==> config.mk <==
export PLATFORM = sky130hd
export DESIGN_NAME = voice_jitter_buffer
export DESIGN_NICKNAME = d
export VERILOG_FILES = /design/src/sv/vjb_pkg.sv /design/src/sv/voice_jitter_buffer.sv /design/src/sv/vjb_slot_mem.sv
export SDC_FILE = /design/constraint.sdc
export NUM_CORES = 2
export LEC_CHECK = 0
export CAP_MARGIN = 20
export CORE_UTILIZATION = 27
export CTS_CLUSTER_DIAMETER = 40
export DETAILED_ROUTE_END_ITERATION = 7
export DONT_BUFFER_PORTS = 1
export GPL_ROUTABILITY_DRIVEN = 0
export SKIP_CTS_REPAIR_TIMING = 1
export SYNTH_ARGS = -nofsm -noshare
export SYNTH_HDL_FRONTEND = slang
export SYNTH_SLANG_ARGS = --single-unit
==> constraint.sdc <==
create_clock -name aclk -period 10.95 [get_ports aclk]
set_input_delay 0 -clock aclk [delete_from_list [all_inputs] [get_ports aclk]]
set_output_delay 0 -clock aclk [all_outputs]
set_load 0.005 [all_outputs]
==> src/sv/vjb_pkg.sv <==
// Shared types, codes and defaults of the voice jitter buffer.
package vjb_pkg;

    localparam int SLOTS_DEF = 8;
    localparam int CFG_IDX_W = 8;

    localparam logic [6:0] START_FRAMES_RST = 7'd3;
    localparam logic [7:0] LATE_WAIT_RST    = 8'd20;
    localparam logic [7:0] DEF_RATE_RST     = 8'd8;
    localparam logic [7:0] DEF_FRAME_RST    = 8'd20;
    localparam logic [7:0] DEF_PCM_RST      = 8'd160;

    localparam logic [CFG_IDX_W-1:0] REG_START_FRAMES = 8'd0;
    localparam logic [CFG_IDX_W-1:0] REG_LATE_WAIT    = 8'd1;
    localparam logic [CFG_IDX_W-1:0] REG_DEF_RATE     = 8'd2;
    localparam logic [CFG_IDX_W-1:0] REG_DEF_FRAME    = 8'd3;
    localparam logic [CFG_IDX_W-1:0] REG_DEF_PCM      = 8'd4;

    localparam logic OP_INSERT = 1'b0;
    localparam logic OP_POP    = 1'b1;

    typedef enum logic [2:0] {
        STAT_STORED    = 3'd0,
        STAT_STALE     = 3'd1,
        STAT_DUPLICATE = 3'd2,
        STAT_FULL      = 3'd3,
        STAT_FRAME     = 3'd4,
        STAT_SILENCE   = 3'd5,
        STAT_NONE      = 3'd6
    } status_t;

    typedef enum logic [1:0] {
        ST_IDLE,
        ST_SCAN,
        ST_EVAL,
        ST_DONE
    } state_t;

    typedef struct packed {
        logic [15:0] session;
        logic [15:0] seq_num;
        logic [7:0]  codec;
        logic [7:0]  rate;
        logic [7:0]  frame;
        logic [7:0]  enc;
        logic [7:0]  pcm;
        logic [15:0] pred;
        logic [7:0]  step;
        logic [31:0] arrival;
    } slot_t;

    typedef struct packed {
        status_t     status;
        logic [5:0]  slot;
        logic [7:0]  codec;
        logic [7:0]  rate;
        logic [7:0]  frame;
        logic [7:0]  enc;
        logic [7:0]  pcm;
        logic [15:0] pred;
        logic [7:0]  step;
        logic [31:0] drop;
    } res_t;

endpackage

==> src/sv/voice_jitter_buffer.sv <==
// Voice jitter buffer top level: slot scan, insert and pop control.
//
//  channel | dir | handshake                 | content
//  s_      | in  | s_tvalid / s_tready       | insert or pop item
//  m_      | out | m_tvalid / m_tready       | one result beat per item
//  cfg_    | in  | cfg_valid / cfg_ready     | register index and value
//
// Accept to result valid: insert runs a scan pass, evaluation and result load;
// stale insert goes straight to result load. Pop runs a scan pass, one more per
// stale entry removed, then the result load. Items are accepted only in idle.
// Each pass reads every slot once through the single memory read port.
// Reset clears valid bits and control state at once; no clearing pass.
// A result waiting on m_tready does not block acceptance of the next item.
module voice_jitter_buffer
    import vjb_pkg::*;
#(
    parameter int SLOTS = SLOTS_DEF
) (
    input  logic                 aclk,
    input  logic                 aresetn,
    input  logic                 s_tvalid,
    output logic                 s_tready,
    // session_id, sequence_req, codec, sample_rate_khz, frame_ms,
    // encoded_bytes, pcm_bytes, predictor, step_index, now_ms
    input  logic [127:0]         s_tdata,
    // op
    input  logic                 s_tuser,
    output logic                 m_tvalid,
    input  logic                 m_tready,
    // slot_index, out_codec, out_rate_khz, out_frame_ms, out_encoded_bytes,
    // out_pcm_bytes, out_predictor, out_step_index, dropped_count, zero pad
    output logic [103:0]         m_tdata,
    // status
    output logic [2:0]           m_tuser,
    input  logic                 cfg_valid,
    output logic                 cfg_ready,
    input  logic [CFG_IDX_W-1:0] cfg_index,
    input  logic [7:0]           cfg_data
);

    localparam int IW = (SLOTS > 1) ? $clog2(SLOTS) : 1;
    localparam int CW = $clog2(SLOTS + 1);

    state_t          state_reg, state_next;
    logic            op_reg, op_next;
    slot_t           in_reg, in_next;
    logic [CW-1:0]   idx_reg, idx_next;
    logic            rd_vld_reg, rd_vld_next;
    logic [IW-1:0]   rd_idx_reg, rd_idx_next;
    logic [SLOTS-1:0] valid_reg, valid_next;
    logic [15:0]     sess_reg, sess_next;
    logic [15:0]     exp_reg, exp_next;
    logic [31:0]     drop_reg, drop_next;
    logic            dup_reg, dup_next;
    logic            found_reg, found_next;
    logic [IW-1:0]   best_idx_reg, best_idx_next;
    slot_t           best_reg, best_next;
    logic [31:0]     earliest_reg, earliest_next;
    logic [CW-1:0]   count_reg, count_next;
    res_t            res_reg, res_next;
    res_t            m_res_reg, m_res_next;
    logic            m_tvalid_reg, m_tvalid_next;
    logic [6:0]      start_reg;
    logic [7:0]      late_reg, def_rate_reg, def_frame_reg, def_pcm_reg;

    logic            acc;
    slot_t           in_beat;
    logic            sess_change;
    logic [15:0]     exp_in;
    logic            stale_in;
    logic            free_any;
    logic [IW-1:0]   free_idx;
    logic [15:0]     exp_eff;
    logic            enough, waited;
    logic            out_load;
    logic            wr_en, rd_en;
    logic [IW-1:0]   rd_addr;
    slot_t           rd_data;

    vjb_slot_mem #(.SLOTS(SLOTS)) u_mem (
        .aclk    (aclk),
        .wr_en   (wr_en),
        .wr_addr (free_idx),
        .wr_data (in_reg),
        .rd_en   (rd_en),
        .rd_addr (rd_addr),
        .rd_data (rd_data)
    );

    assign s_tready  = (state_reg == ST_IDLE);
    assign cfg_ready = 1'b1;
    assign acc       = s_tvalid && s_tready;
    assign m_tvalid  = m_tvalid_reg;
    assign m_tuser   = m_res_reg.status;
    assign m_tdata   = {2'b00, m_res_reg.drop, m_res_reg.step, m_res_reg.pred,
                        m_res_reg.pcm, m_res_reg.enc, m_res_reg.frame,
                        m_res_reg.rate, m_res_reg.codec, m_res_reg.slot};

    always_comb begin
        in_beat.session  = s_tdata[15:0];
        in_beat.seq_num  = s_tdata[31:16];
        in_beat.codec    = s_tdata[39:32];
        in_beat.rate     = s_tdata[47:40];
        in_beat.frame    = s_tdata[55:48];
        in_beat.enc      = s_tdata[63:56];
        in_beat.pcm      = s_tdata[71:64];
        in_beat.pred     = s_tdata[87:72];
        in_beat.step     = s_tdata[95:88];
        in_beat.arrival  = s_tdata[127:96];
    end

    assign sess_change = (sess_reg != in_beat.session);
    assign exp_in      = sess_change ? in_beat.seq_num : exp_reg;
    assign stale_in    = (exp_in != 16'd0) && (in_beat.seq_num < exp_in);
    assign exp_eff     = (exp_reg == 16'd0) ? best_reg.seq_num : exp_reg;
    assign enough      = (7'(count_reg) >= start_reg);
    assign waited      = ((in_reg.arrival - earliest_reg) >= {24'd0, late_reg});
    assign out_load    = (state_reg == ST_DONE) && (!m_tvalid_reg || m_tready);

    always_comb begin
        free_any = 1'b0;
        free_idx = '0;
        for (int i = SLOTS - 1; i >= 0; i--) begin
            if (!valid_reg[i]) begin
                free_any = 1'b1;
                free_idx = IW'(i);
            end
        end
    end

    // next state
    always_comb begin
        state_next = state_reg;
        case (state_reg)
            ST_IDLE: begin
                if (acc) begin
                    state_next = (s_tuser == OP_INSERT && stale_in) ? ST_DONE : ST_SCAN;
                end
            end
            ST_SCAN: begin
                if (idx_reg == CW'(SLOTS)) begin
                    state_next = ST_EVAL;
                end
            end
            ST_EVAL: begin
                if (op_reg == OP_POP && found_reg && best_reg.seq_num < exp_eff) begin
                    state_next = ST_SCAN;
                end else begin
                    state_next = ST_DONE;
                end
            end
            ST_DONE: begin
                if (out_load) begin
                    state_next = ST_IDLE;
                end
            end
            default: state_next = ST_IDLE;
        endcase
    end

    // datapath and outputs
    always_comb begin
        op_next       = op_reg;
        in_next       = in_reg;
        idx_next      = idx_reg;
        rd_vld_next   = 1'b0;
        rd_idx_next   = rd_idx_reg;
        valid_next    = valid_reg;
        sess_next     = sess_reg;
        exp_next      = exp_reg;
        drop_next     = drop_reg;
        dup_next      = dup_reg;
        found_next    = found_reg;
        best_idx_next = best_idx_reg;
        best_next     = best_reg;
        earliest_next = earliest_reg;
        count_next    = count_reg;
        res_next      = res_reg;
        m_res_next    = m_res_reg;
        m_tvalid_next = m_tvalid_reg;
        wr_en         = 1'b0;
        rd_en         = 1'b0;
        rd_addr       = idx_reg[IW-1:0];

        if (m_tvalid_reg && m_tready) begin
            m_tvalid_next = 1'b0;
        end

        case (state_reg)
            ST_IDLE: begin
                if (acc) begin
                    op_next    = s_tuser;
                    in_next    = in_beat;
                    idx_next   = '0;
                    dup_next   = 1'b0;
                    found_next = 1'b0;
                    count_next = '0;
                    res_next   = '0;
                    if (s_tuser == OP_INSERT) begin
                        if (sess_change) begin
                            valid_next = '0;
                            sess_next  = in_beat.session;
                            exp_next   = in_beat.seq_num;
                        end
                        if (stale_in) begin
                            res_next.status = STAT_STALE;
                        end
                    end
                end
            end
            ST_SCAN: begin
                if (idx_reg < CW'(SLOTS)) begin
                    rd_en       = 1'b1;
                    rd_vld_next = 1'b1;
                    rd_idx_next = idx_reg[IW-1:0];
                    idx_next    = idx_reg + 1'b1;
                end
                if (rd_vld_reg && valid_reg[rd_idx_reg]) begin
                    if (op_reg == OP_INSERT) begin
                        if (rd_data.session == in_reg.session &&
                            rd_data.seq_num == in_reg.seq_num) begin
                            dup_next = 1'b1;
                        end
                    end else begin
                        if (!found_reg || rd_data.arrival < earliest_reg) begin
                            earliest_next = rd_data.arrival;
                        end
                        if (!found_reg || rd_data.seq_num < best_reg.seq_num) begin
                            best_idx_next = rd_idx_reg;
                            best_next     = rd_data;
                        end
                        found_next = 1'b1;
                        count_next = count_reg + 1'b1;
                    end
                end
            end
            ST_EVAL: begin
                res_next = '0;
                if (op_reg == OP_INSERT) begin
                    if (dup_reg) begin
                        res_next.status = STAT_DUPLICATE;
                    end else if (free_any) begin
                        wr_en                = 1'b1;
                        valid_next[free_idx] = 1'b1;
                        res_next.status      = STAT_STORED;
                        res_next.slot        = 6'(free_idx);
                    end else begin
                        drop_next       = drop_reg + 32'd1;
                        res_next.status = STAT_FULL;
                    end
                end else if (!found_reg) begin
                    res_next.status = STAT_NONE;
                end else begin
                    exp_next = exp_eff;
                    if (best_reg.seq_num < exp_eff) begin
                        valid_next[best_idx_reg] = 1'b0;
                        idx_next   = '0;
                        found_next = 1'b0;
                        count_next = '0;
                    end else if (best_reg.seq_num == exp_eff) begin
                        valid_next[best_idx_reg] = 1'b0;
                        exp_next        = exp_eff + 16'd1;
                        res_next.status = STAT_FRAME;
                        res_next.slot   = 6'(best_idx_reg);
                        res_next.codec  = best_reg.codec;
                        res_next.rate   = best_reg.rate;
                        res_next.frame  = best_reg.frame;
                        res_next.enc    = best_reg.enc;
                        res_next.pcm    = best_reg.pcm;
                        res_next.pred   = best_reg.pred;
                        res_next.step   = best_reg.step;
                    end else if (enough || waited) begin
                        exp_next        = exp_eff + 16'd1;
                        drop_next       = drop_reg + 32'd1;
                        res_next.status = STAT_SILENCE;
                        res_next.rate   = (best_reg.rate != 8'd0) ? best_reg.rate
                                                                   : def_rate_reg;
                        res_next.frame  = (best_reg.frame != 8'd0) ? best_reg.frame
                                                                    : def_frame_reg;
                        res_next.pcm    = (best_reg.pcm != 8'd0) ? best_reg.pcm
                                                                  : def_pcm_reg;
                    end else begin
                        res_next.status = STAT_NONE;
                    end
                end
            end
            ST_DONE: begin
                if (out_load) begin
                    m_res_next      = res_reg;
                    m_res_next.drop = drop_reg;
                    m_tvalid_next   = 1'b1;
                end
            end
            default: ;
        endcase
    end

    always_ff @(posedge aclk) begin
        if (!aresetn) begin
            state_reg    <= ST_IDLE;
            rd_vld_reg   <= 1'b0;
            valid_reg    <= '0;
            sess_reg     <= '0;
            exp_reg      <= '0;
            drop_reg     <= '0;
            m_tvalid_reg <= 1'b0;
        end else begin
            state_reg    <= state_next;
            rd_vld_reg   <= rd_vld_next;
            valid_reg    <= valid_next;
            sess_reg     <= sess_next;
            exp_reg      <= exp_next;
            drop_reg     <= drop_next;
            m_tvalid_reg <= m_tvalid_next;
        end
    end

    always_ff @(posedge aclk) begin
        op_reg       <= op_next;
        in_reg       <= in_next;
        idx_reg      <= idx_next;
        rd_idx_reg   <= rd_idx_next;
        dup_reg      <= dup_next;
        found_reg    <= found_next;
        best_idx_reg <= best_idx_next;
        best_reg     <= best_next;
        earliest_reg <= earliest_next;
        count_reg    <= count_next;
        res_reg      <= res_next;
        m_res_reg    <= m_res_next;
    end

    always_ff @(posedge aclk) begin
        if (!aresetn) begin
            start_reg     <= START_FRAMES_RST;
            late_reg      <= LATE_WAIT_RST;
            def_rate_reg  <= DEF_RATE_RST;
            def_frame_reg <= DEF_FRAME_RST;
            def_pcm_reg   <= DEF_PCM_RST;
        end else if (cfg_valid && cfg_ready) begin
            case (cfg_index)
                REG_START_FRAMES: start_reg     <= cfg_data[6:0];
                REG_LATE_WAIT:    late_reg      <= cfg_data;
                REG_DEF_RATE:     def_rate_reg  <= cfg_data;
                REG_DEF_FRAME:    def_frame_reg <= cfg_data;
                REG_DEF_PCM:      def_pcm_reg   <= cfg_data;
                default: ;
            endcase
        end
    end

`ifndef SYNTHESIS
    a_write_only_on_insert: assert property (@(posedge aclk) disable iff (!aresetn)
        wr_en |-> (state_reg == ST_EVAL && op_reg == OP_INSERT && !dup_reg))
        else $error("slot write outside insert evaluation");

    a_drop_steps_by_one: assert property (@(posedge aclk) disable iff (!aresetn)
        (drop_reg != $past(drop_reg)) |-> (drop_reg == $past(drop_reg) + 32'd1))
        else $error("drop count moved by more than one");

    a_pop_never_adds: assert property (@(posedge aclk) disable iff (!aresetn)
        (state_reg == ST_EVAL && op_reg == OP_POP)
        |=> ($countones(valid_reg) <= $past($countones(valid_reg))))
        else $error("pop added a valid slot");

    a_frame_frees_slot: assert property (@(posedge aclk) disable iff (!aresetn)
        (state_reg == ST_EVAL && res_next.status == STAT_FRAME)
        |=> !valid_reg[$past(best_idx_reg)])
        else $error("played slot still valid");
`endif

endmodule

==> src/sv/vjb_slot_mem.sv <==
// Slot metadata store: one write port, one registered read port.
module vjb_slot_mem
    import vjb_pkg::*;
#(
    parameter int SLOTS = SLOTS_DEF,
    localparam int IW = (SLOTS > 1) ? $clog2(SLOTS) : 1
) (
    input  logic          aclk,
    input  logic          wr_en,
    input  logic [IW-1:0] wr_addr,
    input  slot_t         wr_data,
    input  logic          rd_en,
    input  logic [IW-1:0] rd_addr,
    output slot_t         rd_data
);

    slot_t mem [SLOTS];
    slot_t rd_data_reg;

    always_ff @(posedge aclk) begin
        if (wr_en) begin
            mem[wr_addr] <= wr_data;
        end
    end

    always_ff @(posedge aclk) begin
        if (rd_en) begin
            rd_data_reg <= mem[rd_addr];
        end
    end

    assign rd_data = rd_data_reg;

endmodule

==> results list <==
- The flow ran to the end, but the final reports show violations.
* Violations in the final reports: negative hold slack
* First-pass GRT wire length: 242,000 um
* Vias: 35,059
* Yosys warning count: 0
- Vertical die dimension: 499 um
* Count of distinct cell types in the synthesized netlist: 83
- Starting density of the core: 0.271
- Netlist area before placement: 0.0668 mm^2
- Via density per instance: 4.66
* Row count: 182
- Area fraction of the dominant cell type after synthesis: 0.711
* Total power after layout: 21,300 uW
- Leakage power: 0.0275 uW
- Share of flip-flops with an asynchronous set or reset: 0
- A synthesized cell averages 18.6 um^2.
* TNS Setup: 0 ns
- Crit Path Max Fanout: 24
- In the synthesized netlist, the number of instances is 3,592.
- Summed over all layers, the global routing overflow is 0.
- By area the synthesized netlist is led by edfxtp_1 (71%), mux4_2 (8.7%), dfxtp_1 (3.4%).
* Aggregate global-route resource usage: 0.133
* Combinational family with the most area after synthesis: multiplexers
- Number of antenna violations at the first check in global routing: 34
- The count of pins over their slew limit was 0.
- Clock Sinks: 1,696
- Setup repair after global routing left no endpoint under its margin.
- For this run, the slowest stage of the critical path takes 0.90 ns.
- Final layout net count: 4,360
* Final period util: 0.534
- Clock buffer count from CTS: 287
* Clock Tree Root: clkbuf_16
* Yosys reg bits: 1,696
- Hold/Removal Path Class: input port to flip-flop
* Die Wd: 499 um
- Antenna Nets Post-Route: 0
- Hold timing on the final database bottoms out at a slack of -0.0300 ns.
* I/O pin count: 260
- Static timing analysis puts the maximum clock frequency at 171 MHz.
- Dividing the detail-routed wire length by the instance count gives 22.5 um.
- Clock period minus worst slack: 5.85 ns
- VDD IR max: 273 uV
- Half-perimeter wire length of the detailed placement result: 97,800 um
- After layout, the worst setup slack is 5.10 ns.
* Latest clock arrival within the worst-skew pair: 0.92 ns
* Most used flip-flop cell after synthesis: edfxtp_1
* Number of endpoints failing setup at the final stage: 0
* Post-synth EDFFs: 1,581
- Measured against the total synthesized area, the mux share comes to 0.122.
* Post-synthesis adder-cell area fraction: 0.0245
* Cell with the largest stage delay on the worst path: or3_1
* Synthesized-area fraction occupied by ao, oa, aoi and oai cells: 0.0378
* Series of cell instances along the critical path: inv_1 -> ha_1 -> fa_1 -> and2b_1 -> o21a_1 -> nor2_1 -> xnor2_1 -> ha_1 -> o21ai_0 -> nor2_1 -> o221a_2 -> or3b_1 -> nor4bb_1 -> nand4_1 -> nor4_4 -> buf_4 -> a21o_1 -> or3_1 -> nor2_1
* Xor/xnor share of the synthesized area: 0.00971
* Pin count of the biggest net entering global routing: 147
- Between clock sinks in the finished design, the worst skew comes to 0.0707 ns.
- The number of global-route vias before repair came to 35,106.
- The pre-antenna-repair detailed-routing pass consisted of 5 iterations.
- Final wirelength: 170,000 um
- The floorplan step defined a die boundary enclosing 0.249 mm^2.
- Worst path arrival time: 6.42 ns
- Total of max-cap violations: 0
- The worst setup path is of the flip-flop to flip-flop kind.
- In the routed design, unresolved DRC markers number 0.
- The worst setup path is launched from a flip-flop.
* Most common cell on crit path: nor2_1
* Worst slew margin relative to its limit: 0.261
- The top cell types in the final layout, fill and taps aside, are edfxtp_1 (1,581), clkbuf_16 (298), dlygate4sd3_1 (292).
- For the worst setup path, the data required time is 11.52 ns.
- Of the total synthesized cell area, the portion taken by AND, OR, NAND and NOR gates is 0.0468.
- The register with the most flip-flops in the layout has 1,024 of them.
* Synth area leader: edfxtp_1
* Critical path endpoint category: flip-flop
- Slew @ Worst Pin: 1.11 ns
* Pre-CTS setup slack: 5.16 ns
- Proportion of synthesized chip area in sequential cells: 0.746
* Number of levels in the clock H-tree: 5
- After clock tree synthesis, the clock-pin slew on the worst setup and hold paths is 0.06 ns.
- The detailed router finished its first iteration with 2,592 violations.
- TritonCTS built the clock tree.
* Power per unit of standard cell area: 255 mW/mm^2
- The area growth from synthesis to layout is 24.9%.
- The total area inside the core boundary comes to 0.246 mm^2.
- Input and output buffers added on the ports amount to 0.
- Share of cells above drive strength 1: 0.216
* Leading cell type in the layout, fill and taps excluded: edfxtp_1
* Endpoints failing hold: 2
* Number of buffers between clock root and the deepest sink: 4
## cells in the mapped netlist (5+ instances only)
master,n
nor3_1,33
o21bai_1,5
mux2_2,129
buf_1,30
and4_1,5
a21oi_2,6
edfxtp_1,1581
and3_1,17
dfxtp_1,115
o31a_1,10
clkbuf_1,95
o211ai_1,12
nand2_1,116
buf_4,8
and2_1,57
a2111oi_0,5
nor2b_1,18
inv_1,89
nand3_1,31
o32ai_1,7
a31oi_1,21
or4_1,17
nand4_1,48
xnor2_1,44
a21oi_1,120
nor2_1,147
o21a_1,19
mux4_2,258
ha_1,129
buf_2,13
xor2_1,30
or3_1,16
o31ai_1,15
o21ai_0,53
mux2i_1,85
nor4_1,41
a21o_1,37
a211oi_1,19
nand2b_1,24
## through the flow
step / cells / util / cell area (um^2)
after floorplan: 3596 / - / 66800
after global placement: 6717 / 0.288 / 70800
after detailed placement: 6717 / 0.288 / 70800
after CTS: 7218 / 0.327 / 80400
after global routing: 7520 / 0.339 / 83400
final: 7523 / 0.339 / 83400
## logic make-up (layout without fill, tap and decap cells)
logic type,count (synthesis),after routing
xor gates and xnor gates,74,74
buffers and inverters,236,932
DFF,1696,1696
muxes,472,472
and+or+nand+nor,598,598
adders and majority gates,130,130
other,2,17
AOI/OAI and AO/OA,384,384
## layer usage
metal  GRT usage  wire [um]  up-vias  part of all wire
li1            -          -    15509                 -
met1       0.165      74000    18155              0.44
met2       0.218      81600     1043              0.48
met3      0.0358       8390      348             0.049
met4      0.0520       5670        4             0.033
met5           0         20        -           0.00012
## final timing paths
| kind | end | slack (ns) | depth (start not counted) | startpoint |
|---|---|---|---|---|
| setup reg to reg | res_reg[76] | 5.10 | 19 | in_reg[0] |
| setup / recovery | res_reg[76] | 5.10 | 19 | in_reg[0] |
| hold / removal | state_reg[1] | -0.03 | 6 | s_tdata[25] |
| hold reg to reg | best_reg[83] | 0.39 | 0 | u_mem.rd_data[83] |
## layout make-up
type                            count  area [um^2]
Clock inverter                    172         2030
Clock buffer                      329         7590
Inverter                           90          347
Timing Repair Buffer              341         3400
Sequential cell                  1696        49800
Fill cell                       23106       163000
Multi-Input combinational cell   1664        16200
Tap cell                         3220         4030
Antenna cell                       11         27.5
## power by group
group          switching [uW]  total [uW]  internal [uW]
combinational            2050        3690           1640
sequential                499        8650           8150
clock                    3160        8930           5770
## critical path: cells and delay by family (launching register included)
| kind | cells | cell delay (ns) |
|---|---|---|
| flip-flops | 1 | 0.48 |
| AND/OR/NAND/NOR | 9 | 2.53 |
| buffers and inverters | 2 | 0.34 |
| AO/OA/AOI/OAI | 4 | 1.09 |
| XOR/XNOR | 1 | 0.12 |
| adder cells (fa/ha/maj) | 3 | 0.93 |
Note: power is estimated with default switching activity, not from simulation.
